**src/hw/rtl/ple_pkg.sv**
```systemverilog
// shared constants, types and codes of the positional list engine
package ple_pkg;

  localparam int CAPACITY      = 32;
  localparam int ELEMENT_WIDTH = 32;

  // index into the element store, and a count that can reach CAPACITY
  localparam int AW = $clog2(CAPACITY);
  localparam int CW = $clog2(CAPACITY + 1);

  // widths of the port fields
  localparam int KIND_W   = 3;
  localparam int POS_W    = 6;
  localparam int VALUE_W  = 32;
  localparam int STATUS_W = 2;
  localparam int COUNT_W  = 6;

  // common width for position / count compares (count is at most 6 bits)
  localparam int CMP_W = 8;

  typedef enum logic [KIND_W-1:0] {
    K_ADD_FRONT  = 3'd0,
    K_ADD_REAR   = 3'd1,
    K_REM_FRONT  = 3'd2,
    K_REM_REAR   = 3'd3,
    K_REM_AT     = 3'd4,
    K_INS_BEFORE = 3'd5
  } kind_t;

  typedef enum logic [STATUS_W-1:0] {
    ST_OK        = 2'd0,
    ST_UNDERFLOW = 2'd1,
    ST_RANGE     = 2'd2,
    ST_FULL      = 2'd3
  } status_t;

  typedef enum logic [1:0] {
    OP_NONE = 2'd0,
    OP_INS  = 2'd1,
    OP_REM  = 2'd2
  } op_t;

  // what one command will do to the store
  typedef struct packed {
    op_t             op;
    status_t         status;
    logic [AW-1:0]   idx;
    logic [CW-1:0]   moves;
  } plan_t;

endpackage

```
**src/hw/rtl/positional_list_engine_top.sv**
```systemverilog
// top level: command port, shift sequencer and element store of the list engine
//
// Positional list engine. Holds an ordered list of up to CAPACITY elements in
// one ram with a registered read. A command is taken when start is
// high and busy is low; exactly one result per command appears on the out_
// ports for a single cycle, flagged by out_valid, and must be captured then,
// since the block cannot be held off. Commands that change nothing (any failed
// check) answer in the next cycle and never raise busy. An insert or remove
// shifts the entries between its position and the rear one per cycle through
// the ram's read and write ports: m = count - index entries move (up to
// CAPACITY), none for an insert at the rear, and the result shows in the
// cycle busy falls, when the next command may already be taken. The store
// powers up undefined and needs no clearing; only entries below the count
// are ever read.
module positional_list_engine_top import ple_pkg::*; (
  input  logic                clk,
  input  logic                rst_n,
  // command side
  input  logic                start,
  output logic                busy,
  input  logic [KIND_W-1:0]   in_kind,
  input  logic [POS_W-1:0]    in_position,
  input  logic [VALUE_W-1:0]  in_new_value,
  // result side
  output logic                out_valid,
  output logic [VALUE_W-1:0]  out_removed_value,
  output logic [STATUS_W-1:0] out_status,
  output logic [COUNT_W-1:0]  out_count_after,
  output logic                out_is_empty
);

  // sequencer states
  typedef enum logic [2:0] {
    S_IDLE   = 3'b001,
    S_SHIFT  = 3'b010,
    S_FINISH = 3'b100
  } state_t;

  state_t                   state_r, state_nxt;
  logic [CW-1:0]            count_r, count_nxt;
  op_t                      op_r, op_nxt;
  logic [AW-1:0]            idx_r, idx_nxt;
  logic [ELEMENT_WIDTH-1:0] val_r, val_nxt;
  logic [AW-1:0]            src_r, src_nxt;       // next entry to read
  logic [CW-1:0]            left_r, left_nxt;     // reads still to issue
  logic                     fly_r, fly_nxt;       // read data arrives this cycle
  logic [AW-1:0]            fly_dst_r, fly_dst_nxt;
  logic                     fly_first_r, fly_first_nxt;
  logic                     first_r, first_nxt;   // first read of a remove
  logic [ELEMENT_WIDTH-1:0] removed_r, removed_nxt;

  logic                     out_valid_r, out_valid_nxt;
  logic [VALUE_W-1:0]       out_removed_r, out_removed_nxt;
  status_t                  out_status_r, out_status_nxt;
  logic [CW-1:0]            out_count_r, out_count_nxt;

  plan_t                    plan;
  logic                     accept;
  logic [CW-1:0]            cnt_m1;
  logic [63:0]              new_wide;
  logic [63:0]              rem_wide;

  // ram ports
  logic                     wr_en;
  logic [AW-1:0]            wr_addr;
  logic [ELEMENT_WIDTH-1:0] wr_data;
  logic                     rd_en;
  logic [ELEMENT_WIDTH-1:0] rd_data;

  ple_decode u_decode (
    .kind     (in_kind),
    .position (in_position),
    .count    (count_r),
    .plan     (plan)
  );

  ple_ram #(
    .WIDTH (ELEMENT_WIDTH),
    .DEPTH (CAPACITY)
  ) u_store (
    .clk     (clk),
    .wr_en   (wr_en),
    .wr_addr (wr_addr),
    .wr_data (wr_data),
    .rd_en   (rd_en),
    .rd_addr (src_r),
    .rd_data (rd_data)
  );

  assign accept   = start && (state_r == S_IDLE);
  assign cnt_m1   = count_r - CW'(1);
  // element width may be narrower or wider than the 32-bit ports
  assign new_wide = 64'(in_new_value);
  assign rem_wide = 64'(removed_r);

  // one read per shift cycle while reads remain; its data is written one entry over in the cycle after
  assign rd_en = (state_r == S_SHIFT) && (left_r != '0);

  always_comb begin
    wr_en   = 1'b0;
    wr_addr = fly_dst_r;
    wr_data = rd_data;
    if (state_r == S_SHIFT && fly_r && !fly_first_r) begin
      wr_en = 1'b1;
    end else if (state_r == S_FINISH && op_r == OP_INS) begin
      // new element lands in the gap opened by the shift
      wr_en   = 1'b1;
      wr_addr = idx_r;
      wr_data = val_r;
    end
  end

  always_comb begin
    state_nxt       = state_r;
    count_nxt       = count_r;
    op_nxt          = op_r;
    idx_nxt         = idx_r;
    val_nxt         = val_r;
    src_nxt         = src_r;
    left_nxt        = left_r;
    fly_nxt         = 1'b0;
    fly_dst_nxt     = fly_dst_r;
    fly_first_nxt   = 1'b0;
    first_nxt       = first_r;
    removed_nxt     = removed_r;
    out_valid_nxt   = 1'b0;
    out_removed_nxt = out_removed_r;
    out_status_nxt  = out_status_r;
    out_count_nxt   = out_count_r;

    case (state_r)
      S_IDLE: begin
        if (accept) begin
          if (plan.op == OP_NONE) begin
            // rejected command: answer at once, list untouched
            out_valid_nxt   = 1'b1;
            out_removed_nxt = '0;
            out_status_nxt  = plan.status;
            out_count_nxt   = count_r;
          end else begin
            op_nxt    = plan.op;
            idx_nxt   = plan.idx;
            val_nxt   = new_wide[ELEMENT_WIDTH-1:0];
            left_nxt  = plan.moves;
            first_nxt = (plan.op == OP_REM);
            // insert walks down from the rear, remove walks up from idx
            src_nxt   = (plan.op == OP_INS) ? cnt_m1[AW-1:0] : plan.idx;
            state_nxt = (plan.moves == '0) ? S_FINISH : S_SHIFT;
          end
        end
      end
      S_SHIFT: begin
        if (fly_r && fly_first_r) begin
          removed_nxt = rd_data;
        end
        if (rd_en) begin
          fly_nxt       = 1'b1;
          fly_first_nxt = first_r;
          first_nxt     = 1'b0;
          fly_dst_nxt   = (op_r == OP_INS) ? src_r + AW'(1) : src_r - AW'(1);
          src_nxt       = (op_r == OP_INS) ? src_r - AW'(1) : src_r + AW'(1);
          left_nxt      = left_r - CW'(1);
        end else if (!fly_r) begin
          state_nxt = S_FINISH;
        end
      end
      S_FINISH: begin
        out_valid_nxt   = 1'b1;
        out_status_nxt  = ST_OK;
        if (op_r == OP_INS) begin
          count_nxt       = count_r + CW'(1);
          out_removed_nxt = '0;
        end else begin
          count_nxt       = cnt_m1;
          out_removed_nxt = rem_wide[VALUE_W-1:0];
        end
        out_count_nxt = count_nxt;
        state_nxt     = S_IDLE;
      end
      default: state_nxt = S_IDLE;
    endcase
  end

  // control state
  always_ff @(posedge clk) begin
    if (!rst_n) begin
      state_r     <= S_IDLE;
      count_r     <= '0;
      fly_r       <= 1'b0;
      out_valid_r <= 1'b0;
    end else begin
      state_r     <= state_nxt;
      count_r     <= count_nxt;
      fly_r       <= fly_nxt;
      out_valid_r <= out_valid_nxt;
    end
  end

  // payload and bookkeeping, no reset needed
  always_ff @(posedge clk) begin
    op_r          <= op_nxt;
    idx_r         <= idx_nxt;
    val_r         <= val_nxt;
    src_r         <= src_nxt;
    left_r        <= left_nxt;
    fly_dst_r     <= fly_dst_nxt;
    fly_first_r   <= fly_first_nxt;
    first_r       <= first_nxt;
    removed_r     <= removed_nxt;
    out_removed_r <= out_removed_nxt;
    out_status_r  <= out_status_nxt;
    out_count_r   <= out_count_nxt;
  end

  assign busy              = (state_r != S_IDLE);
  assign out_valid         = out_valid_r;
  assign out_removed_value = out_removed_r;
  assign out_status        = out_status_r;
  // count never wraps: it reaches at most CAPACITY (32), which fits the 6-bit port
  assign out_count_after   = COUNT_W'(out_count_r);
  assign out_is_empty      = (out_count_r == '0);

endmodule

```
**src/hw/rtl/ple_ram.sv**
```systemverilog
// generic single-port-write, registered-read ram
module ple_ram #(
  parameter  int WIDTH  = 32,
  parameter  int DEPTH  = 32,
  localparam int ADDR_W = $clog2(DEPTH)
) (
  input  logic              clk,
  input  logic              wr_en,
  input  logic [ADDR_W-1:0] wr_addr,
  input  logic [WIDTH-1:0]  wr_data,
  input  logic              rd_en,
  input  logic [ADDR_W-1:0] rd_addr,
  output logic [WIDTH-1:0]  rd_data
);

  logic [WIDTH-1:0] mem [DEPTH];

  always_ff @(posedge clk) begin
    if (wr_en) begin
      mem[wr_addr] <= wr_data;
    end
    if (rd_en) begin
      rd_data <= mem[rd_addr];
    end
  end

endmodule

```
**src/hw/rtl/ple_decode.sv**
```systemverilog
// command check against the current count and shift plan
module ple_decode import ple_pkg::*; (
  input  logic [KIND_W-1:0] kind,
  input  logic [POS_W-1:0]  position,
  input  logic [CW-1:0]     count,
  output plan_t             plan
);

  logic [CMP_W-1:0] pos_w;
  logic [CMP_W-1:0] cnt_w;
  logic [CMP_W-1:0] pos_m1;
  logic [CW-1:0]    cnt_m1;
  logic             full;
  logic             empty;

  assign pos_w  = CMP_W'(position);
  assign cnt_w  = CMP_W'(count);
  assign pos_m1 = pos_w - CMP_W'(1);
  assign cnt_m1 = count - CW'(1);
  assign full   = (count == CW'(CAPACITY));
  assign empty  = (count == '0);

  always_comb begin
    plan.op     = OP_NONE;
    plan.status = ST_OK;
    plan.idx    = '0;
    case (kind_t'(kind))
      K_ADD_FRONT: begin
        if (full) plan.status = ST_FULL;
        else plan.op = OP_INS;
      end
      K_ADD_REAR: begin
        if (full) plan.status = ST_FULL;
        else begin
          plan.op  = OP_INS;
          plan.idx = count[AW-1:0];
        end
      end
      K_REM_FRONT: begin
        if (empty) plan.status = ST_UNDERFLOW;
        else plan.op = OP_REM;
      end
      K_REM_REAR: begin
        if (empty) plan.status = ST_UNDERFLOW;
        else begin
          plan.op  = OP_REM;
          plan.idx = cnt_m1[AW-1:0];
        end
      end
      K_REM_AT: begin
        if (pos_w == '0 || pos_w > cnt_w) plan.status = ST_RANGE;
        else begin
          plan.op  = OP_REM;
          plan.idx = pos_m1[AW-1:0];
        end
      end
      K_INS_BEFORE: begin
        if (pos_w == '0 || pos_w > cnt_w + CMP_W'(1)) plan.status = ST_RANGE;
        else if (empty) plan.status = ST_UNDERFLOW;
        else if (full) plan.status = ST_FULL;
        else begin
          plan.op  = OP_INS;
          plan.idx = pos_m1[AW-1:0];
        end
      end
      default: plan.status = ST_RANGE;
    endcase
    // entries that move: from idx up to the rear
    plan.moves = count - CW'(plan.idx);
  end

endmodule
```
**config.mk**
```make
export PLATFORM = sky130hd
export DESIGN_NAME = positional_list_engine_top
export DESIGN_NICKNAME = d
export VERILOG_FILES = /design/src/hw/rtl/ple_pkg.sv /design/src/hw/rtl/positional_list_engine_top.sv /design/src/hw/rtl/ple_ram.sv /design/src/hw/rtl/ple_decode.sv
export SDC_FILE = /design/constraint.sdc
export NUM_CORES = 1
export LEC_CHECK = 0
export ABC_CLOCK_PERIOD_IN_PS = 4500
export BUFFER_PORTS_ARGS = -buffer_cell sky130_fd_sc_hd__buf_2
export CORE_MARGIN = 2
export CORE_UTILIZATION = 55
export DETAILED_ROUTE_END_ITERATION = 6
export PLACE_DENSITY = 0.78
export REMOVE_ABC_BUFFERS = 1
export SLEW_MARGIN = 15
export SYNTH_ARGS = -nofsm -noshare
export SYNTH_HDL_FRONTEND = slang
export SYNTH_SLANG_ARGS = --single-unit
```
**constraint.sdc**
```tcl
create_clock -name clk -period 4.5 [get_ports clk]
set_input_delay 0 -clock clk [delete_from_list [all_inputs] [get_ports clk]]
set_output_delay 0 -clock clk [all_outputs]
set_load 0.03 [all_outputs]
```
Word level (Yosys, flattened, before mapping)
Memories as Yosys holds them, arrays and structs flattened. A register that Yosys moved wholly into a read port is not among the register bits.
Index checks and enable logic that the tools add are counted.
Widths: inputs -> output; s select.
{"block": "totals", "mem_count": 1, "register_bits": 140, "ramBits": 1024, "wordCells": 137}
{"block": "op_classes", "n_lt_le_gt_ge": 2, "n_eq_ne": 19, "addsub": 8, "n_reduce_logical": 27, "n_bitwise": 1, "muxes": 63}
{"name": "u_store.mem", "depth": 32, "word_bits": 32, "read_ports": 1, "rd_ports_with_merged_regs": 1, "wr": 1, "line_no": "ple_ram.sv:16", "text": "logic [WIDTH-1:0] mem [DEPTH];"}
{"operator": "$mux 32", "n": 5}
{"operator": "$mux 5", "n": 14}
{"operator": "$pmux 32 s2", "n": 1}
{"operator": "$mux 6", "n": 6}
{"operator": "$pmux 6 s2", "n": 2}
{"operator": "$pmux 5 s4", "n": 1}
{"operator": "$logic_not 6->1", "n": 3}
{"operator": "$mux 2", "n": 9}
{"operator": "$pmux 2 s4", "n": 2}
{"operator": "$mux 3", "n": 5}
{"operator": "$mux 1", "n": 13}
{"operator": "$sub 6x1->6 const B", "n": 2}
{"operator": "$ne 2x2->1 const B", "n": 5}
{"operator": "$pmux 5 s2", "n": 1}
{"operator": "$sub 5x1->5 const B", "n": 2}
{"operator": "$eq 3x2->1 const B", "n": 3}
{"operator": "$eq 3x3->1 const B", "n": 3}
{"operator": "$logic_not 8->1", "n": 1}
{"operator": "$reduce_and 4->1", "n": 2}
{"operator": "$add 6x1->7 const B", "n": 1}
{"operator": "$gt 6x7->1", "n": 1}
{"operator": "$add 6x1->6 const B", "n": 1}
{"operator": "$eq 3x1->1 const B", "n": 2}
{"operator": "$eq 6x6->1 const B", "n": 1}
{"operator": "21 further kinds", "n": 34}

Longest topological paths before layout
{"block": "depth", "ltp_word": 11, "mapped_depth": 19, "mapped_depth_nobuf": 18}

By module
From an unflattened synthesis, not the netlist that was laid out.
{"block": "hier_totals", "cells_unflattened": 2772, "hier_area_um2": 47530.6}
{"mod": "ple_ram", "n_inst": 1, "area_per_inst_um2": 40812.9, "cells_each": 2260}
{"mod": "positional_list_engine_top", "n_inst": 1, "area_per_inst_um2": 5756.8, "cells_each": 381}
{"mod": "ple_decode", "n_inst": 1, "area_per_inst_um2": 960.9, "cells_each": 131}

Least setup slack after synthesis
OpenSTA, ideal clock, no wires.
{"block": "synth_path", "path_type": "register to register", "startpoint": "register count_r[2]", "endpoint": "register first_r (enable)", "arrival_ns": 4.526, "path_stages_with_launch": 12, "required_time_ns": 4.147, "period_less_slack_ns": 4.878, "setup_time_ns": 0.353, "path_buffers": 1, "path_slack_ns": -0.378, "path_cell_list": "dfxtp_1 > clkbuf_1 > nand3_1 > nor3_1 > xnor2_1 > ha_1 > nand3_1 > o22ai_1 > a21oi_1 > a22o_1 > a21oi_1 > or2_1"}
{"block": "synth_via", "elab_chain_cells": 8, "elab_cells_between_ends": 16, "cone_classes": "add/sub (1); order compare (2); eq/ne (2); mux (6); reduce/logical (5)"}
{"element": "start: declaration", "line_no": "positional_list_engine_top.sv:40", "text": "logic [CW-1:0] count_r, count_nxt;"}
{"element": "start signal: assignment", "line_no": "positional_list_engine_top.sv:193", "text": "count_r <= count_nxt;"}
{"element": "$add 6x1->7 or $eq 6x6->1 (tied branches)", "line_no": "ple_decode.sv:58, ple_decode.sv:20"}
{"element": "$gt 6x7->1 or $mux 1 (tied branches)"}
{"element": "$logic_or 1x1->1 or $mux 1 (tied branches)", "line_no": "ple_decode.sv:58, ple_decode.sv:59"}
{"element": "$mux 2", "line_no": "ple_decode.sv:58", "text": "if (pos_w == '0 || pos_w > cnt_w + CMP_W'(1)) plan.status = ST_RANGE;"}
{"element": "$pmux 2 s4 *", "line_no": "ple_decode.sv:27", "text": "case (kind_t'(kind))"}
{"element": "$logic_not 2->1 *", "line_no": "positional_list_engine_top.sv:134", "text": "if (plan.op == OP_NONE) begin"}
{"element": "$ne 2x2->1 (no source line) *"}
{"element": "$reduce_and 4->1 (no source line) *"}
{"element": "end signal: assignment", "line_no": "positional_list_engine_top.sv:208", "text": "first_r <= first_nxt;"}
{"element": "end: declaration", "line_no": "positional_list_engine_top.sv:49", "text": "logic first_r, first_nxt;"}
Every way passes the cells marked *; elsewhere a longest branch is shown, timed or not.
A chain may end at the register's enable or synchronous reset.

==> results_dict.tcl <==
set metrics [dict create \
    cp_num_buf_inv 2 \
    finClkSkew_ps 51.0 \
    synth_fa_ha_area_frac 0.00742 \
    worstPathRequired_ps 5120 \
    critPathCaptureType "register" \
    synth_top_family_by_area "multiplexers" \
    clkPwrFrac 0.411 \
    hold_viol 0 \
    cts_buffers 110 \
    ys_async_sr_fraction 0 \
    crit_chain "inv_2, nor3_1, xnor2_1, ha_1, nand3_1, o22ai_1, a21oi_1, o2bb2ai_1, a31o_1, ha_1, inv_1, fa_1, a21o_1, a21oi_1, xnor2_1, or4_1, o21ai_1, and4_1" \
    synthTopCellsByArea "edfxtp_1, mux4_2, nand2_1" \
    area_delta_synth_final_pct 13.9 \
    synth_top_area_frac 0.764 \
    htreeDepth 3 \
    core_sq_mm 0.0837 \
    avgSynthCellArea_sq_um 21.9 \
    antenna_found_initial 2 \
    cts.sinks 1196 \
    rows 106 \
    drtIter0Drc 3226 \
    cts-root-buf "clkbuf_16" \
    synth_most_common_cell "edfxtp_1" \
    synth_edf_count 1184 \
    switching_share 0.207 \
    grt-ovfl-total 0 \
    detail-route-antenna-nets 0 \
    worst_slew_pin_slew_ps 1050 \
    antenna-diode-count 0 \
    p_int_mw 17.7 \
    grt_max_degree 99 \
    p_leak_nw 17.0 \
    initial_core_util 0.556 \
    min_period_ps 4180 \
    critPathTopFamily "compound AO/OA/AOI/OAI gates" \
    max_freq_mhz 239 \
    insertion_delay_ps 700 \
    pwr-share-comb 0.041 \
    synthSimpleGateAreaFrac 0.0311 \
    grt_pass1_wl_microns 169000 \
    startpoint_type "register" \
    critPathMaxFanout 7 \
    cp_slowest_cell "or4_1" \
    post-route-drc-count 0 \
    crit_type "reg -> reg" \
    clk_pin_slew_ps 60 \
    synth.largest_area_cell "edfxtp_1" \
    synth_ff_type "edfxtp_1" \
    ys_ff_latch 1196 \
    drive_above_1_share 0.297 \
    yosys-mux-area-fraction 0.164 \
    grt_usage 0.277 \
    vias 23300 \
    setup_violations 0 \
    syn_area_sq_mm 0.0465 \
    post-route-period-util 0.929 \
    via_per_inst 6.54 \
    synth_compound_area_frac 0.0115 \
    synthCells 2125 \
    die_y_microns 295 \
    power_density_mw_per_mm2 420 \
    seq_power_share 0.548 \
    synth_top_cells_by_count "edfxtp_1, mux4_2, nand2_1" \
    slowest_delay_ps 610 \
    yosysSeqAreaShare 0.769 \
    die-area_sq_mm 0.0869 \
    first_global_vias 23800 \
    netSwitchingPower_mw 4.60 \
    placed_cells 3318 \
    ys.warnings.count 0 \
    rr_worst_depth 18 \
    peakVddDrop_uv 326 \
    final_net_count 2414 \
    wl_microns 117000 \
    synth_cell_types 60 \
    drv_slew 0 \
    grt_setup_unrepaired "false" \
    cts_buffer_depth 3 \
    gp_congestion 0.829 \
    pin_count 87 \
    worstPathArrival_ps 4800 \
    hold_path.class "in -> reg" \
    max-cap-violations 0 \
    dp_hpwl_microns 58400 \
    finalNonFillerCells 3568 \
    synthXorXnorAreaFrac 0.00508 \
    relSlewSlack 0.300 \
    die_x_microns 295 \
    status "complete, no violations" \
    firstDrtPassIters 6 \
    wl_per_cell_microns 32.8 \
    fin_util 0.633 \
    worstHoldPathCells 2 \
    io_buffers 86 \
    cts_tree "built" \
    fillers 5266 \
    cp.depth 18 \
]
[cell type report]
| cell class | count | area [sq um] | area share |
|---|---|---|---|
| repair buffers | 210 | 1700 | 0.0322 |
| clock buffers | 127 | 2860 | 0.0540 |
| flip-flops and latches | 1196 | 35800 | 0.675 |
| well taps | 1134 | 1420 | 0.0268 |
| clock inverters | 76 | 674 | 0.0127 |
| multi-input cells | 803 | 10500 | 0.197 |
| inverters | 22 | 82.6 | 0.00156 |
[power by group through the flow]
stage	Sequential (mW)	Clock [mW]	Combinational, mW
after floorplan	12.6	0	0.607
after global placement	12.4	0	0.849
after detailed placement	12.4	0	0.862
after CTS	12.2	9.26	0.915
after global routing	12.2	9.67	0.963
final	12.2	9.16	0.910
[state kept, by name, indices dropped and copies added (netlist names), 3 cells and up]
name / flops
removed_r: 32
val_r: 32
idx_r: 5
src_r: 5
u_store.rd_data: 32
left_r: 6
state_r: 3
out_count_after: 6
count_r: 6
u_store.mem: 1024
out_removed_value: 32
fly_dst_r: 5
[logic make-up after synthesis]
logic type | after synthesis
AO/OA/AOI/OAI | 84
adder cells (fa/ha/maj) | 27
flip-flops | 1196
multiplexers | 356
AND/OR/NAND/NOR | 309
buffers and inverters | 126
XOR/XNOR | 27
[layer usage]
metal | vias to the layer above | share of wire | GRT usage
met3 | 240 | 0.11 | 0.0578
li1 | 9275 | - | -
met2 | 1700 | 0.50 | 0.457
met4 | 0 | 0.031 | 0.0884
met1 | 12100 | 0.36 | 0.374
met5 | - | 0 | 0
[what timing repair did]
item | CTS | global route
hold buffers | 47 | 0
buffers inserted | 0 | 0
endpoints found under the hold margin | 50 | 0
resized for setup | 0 | 1
endpoints found under the setup margin | 0 | 1
[stage by stage]
stage	power (mW)	hold WS (ps)	setup WS, ps	setup TNS (ps)	area (sq um)
floorplan	13.2	80.0	-7120	-1559970	46000
global placement	13.3	176	350	0	49000
detailed placement	13.3	178	267	0	49000
CTS	22.4	0.856	269	0	53000
global route	22.8	19.7	42.0	0	53000
finish	22.3	20.9	321	0	53000
[worst paths after layout]
path / slack, ps / start / end
setup / recovery: 320 / count_r[0]$_SDFFE_PN0N_ / state_r[2]$_SDFFE_PN0P_
hold / removal: 20 / in_new_value[11] / val_r[11]$_DFFE_PP_
setup reg to reg: 320 / count_r[0]$_SDFFE_PN0N_ / state_r[2]$_SDFFE_PN0P_
hold reg to reg: 450 / u_store.rd_data[0]$_DFFE_PP_ / removed_r[0]$_DFFE_PP_
[worst register-to-register path: cells and delay by family, from the launching register on]
family / cells / cell delay [ps]
AOI/OAI and AO/OA: 7 / 1200
xor gates and xnor gates: 2 / 230
adders and majority gates: 3 / 890
buffers and inverters: 2 / 210
DFF: 1 / 430
and+or+nand+nor: 4 / 1160
[placed cells by master (no fill, tap or decap), types with 4 or more instances in the layout]
cell	Yosys	routed
o22ai_1	7	7
dfxtp_1	12	11
dlygate4sd3_1	0	47
clkinv_1	1	29
nand3b_1	6	6
nand4_1	4	4
buf_12	0	18
nor3b_1	5	4
xnor2_1	19	19
nor2b_1	4	4
ha_1	26	26
nor3_1	13	13
clkinvlp_4	0	8
edfxtp_1	1184	1184
or4_1	4	4
nand2_1	137	135
nand2b_1	9	8
mux2_2	33	33
o21ai_0	7	7
o21ai_1	14	14
nand3_1	12	12
and3_1	33	32
nor2_1	59	26
nor2_4	0	33
clkbuf_16	0	112
clkinv_2	0	20
and2_1	9	9
or3_1	4	4
a21oi_1	24	23
clkinv_4	0	5
xor2_1	8	8
buf_4	0	59
mux4_2	320	320
clkbuf_1	70	15
bufinv_16	0	9
inv_1	18	18
buf_2	19	86
Power figures use the tool's default switching activity.
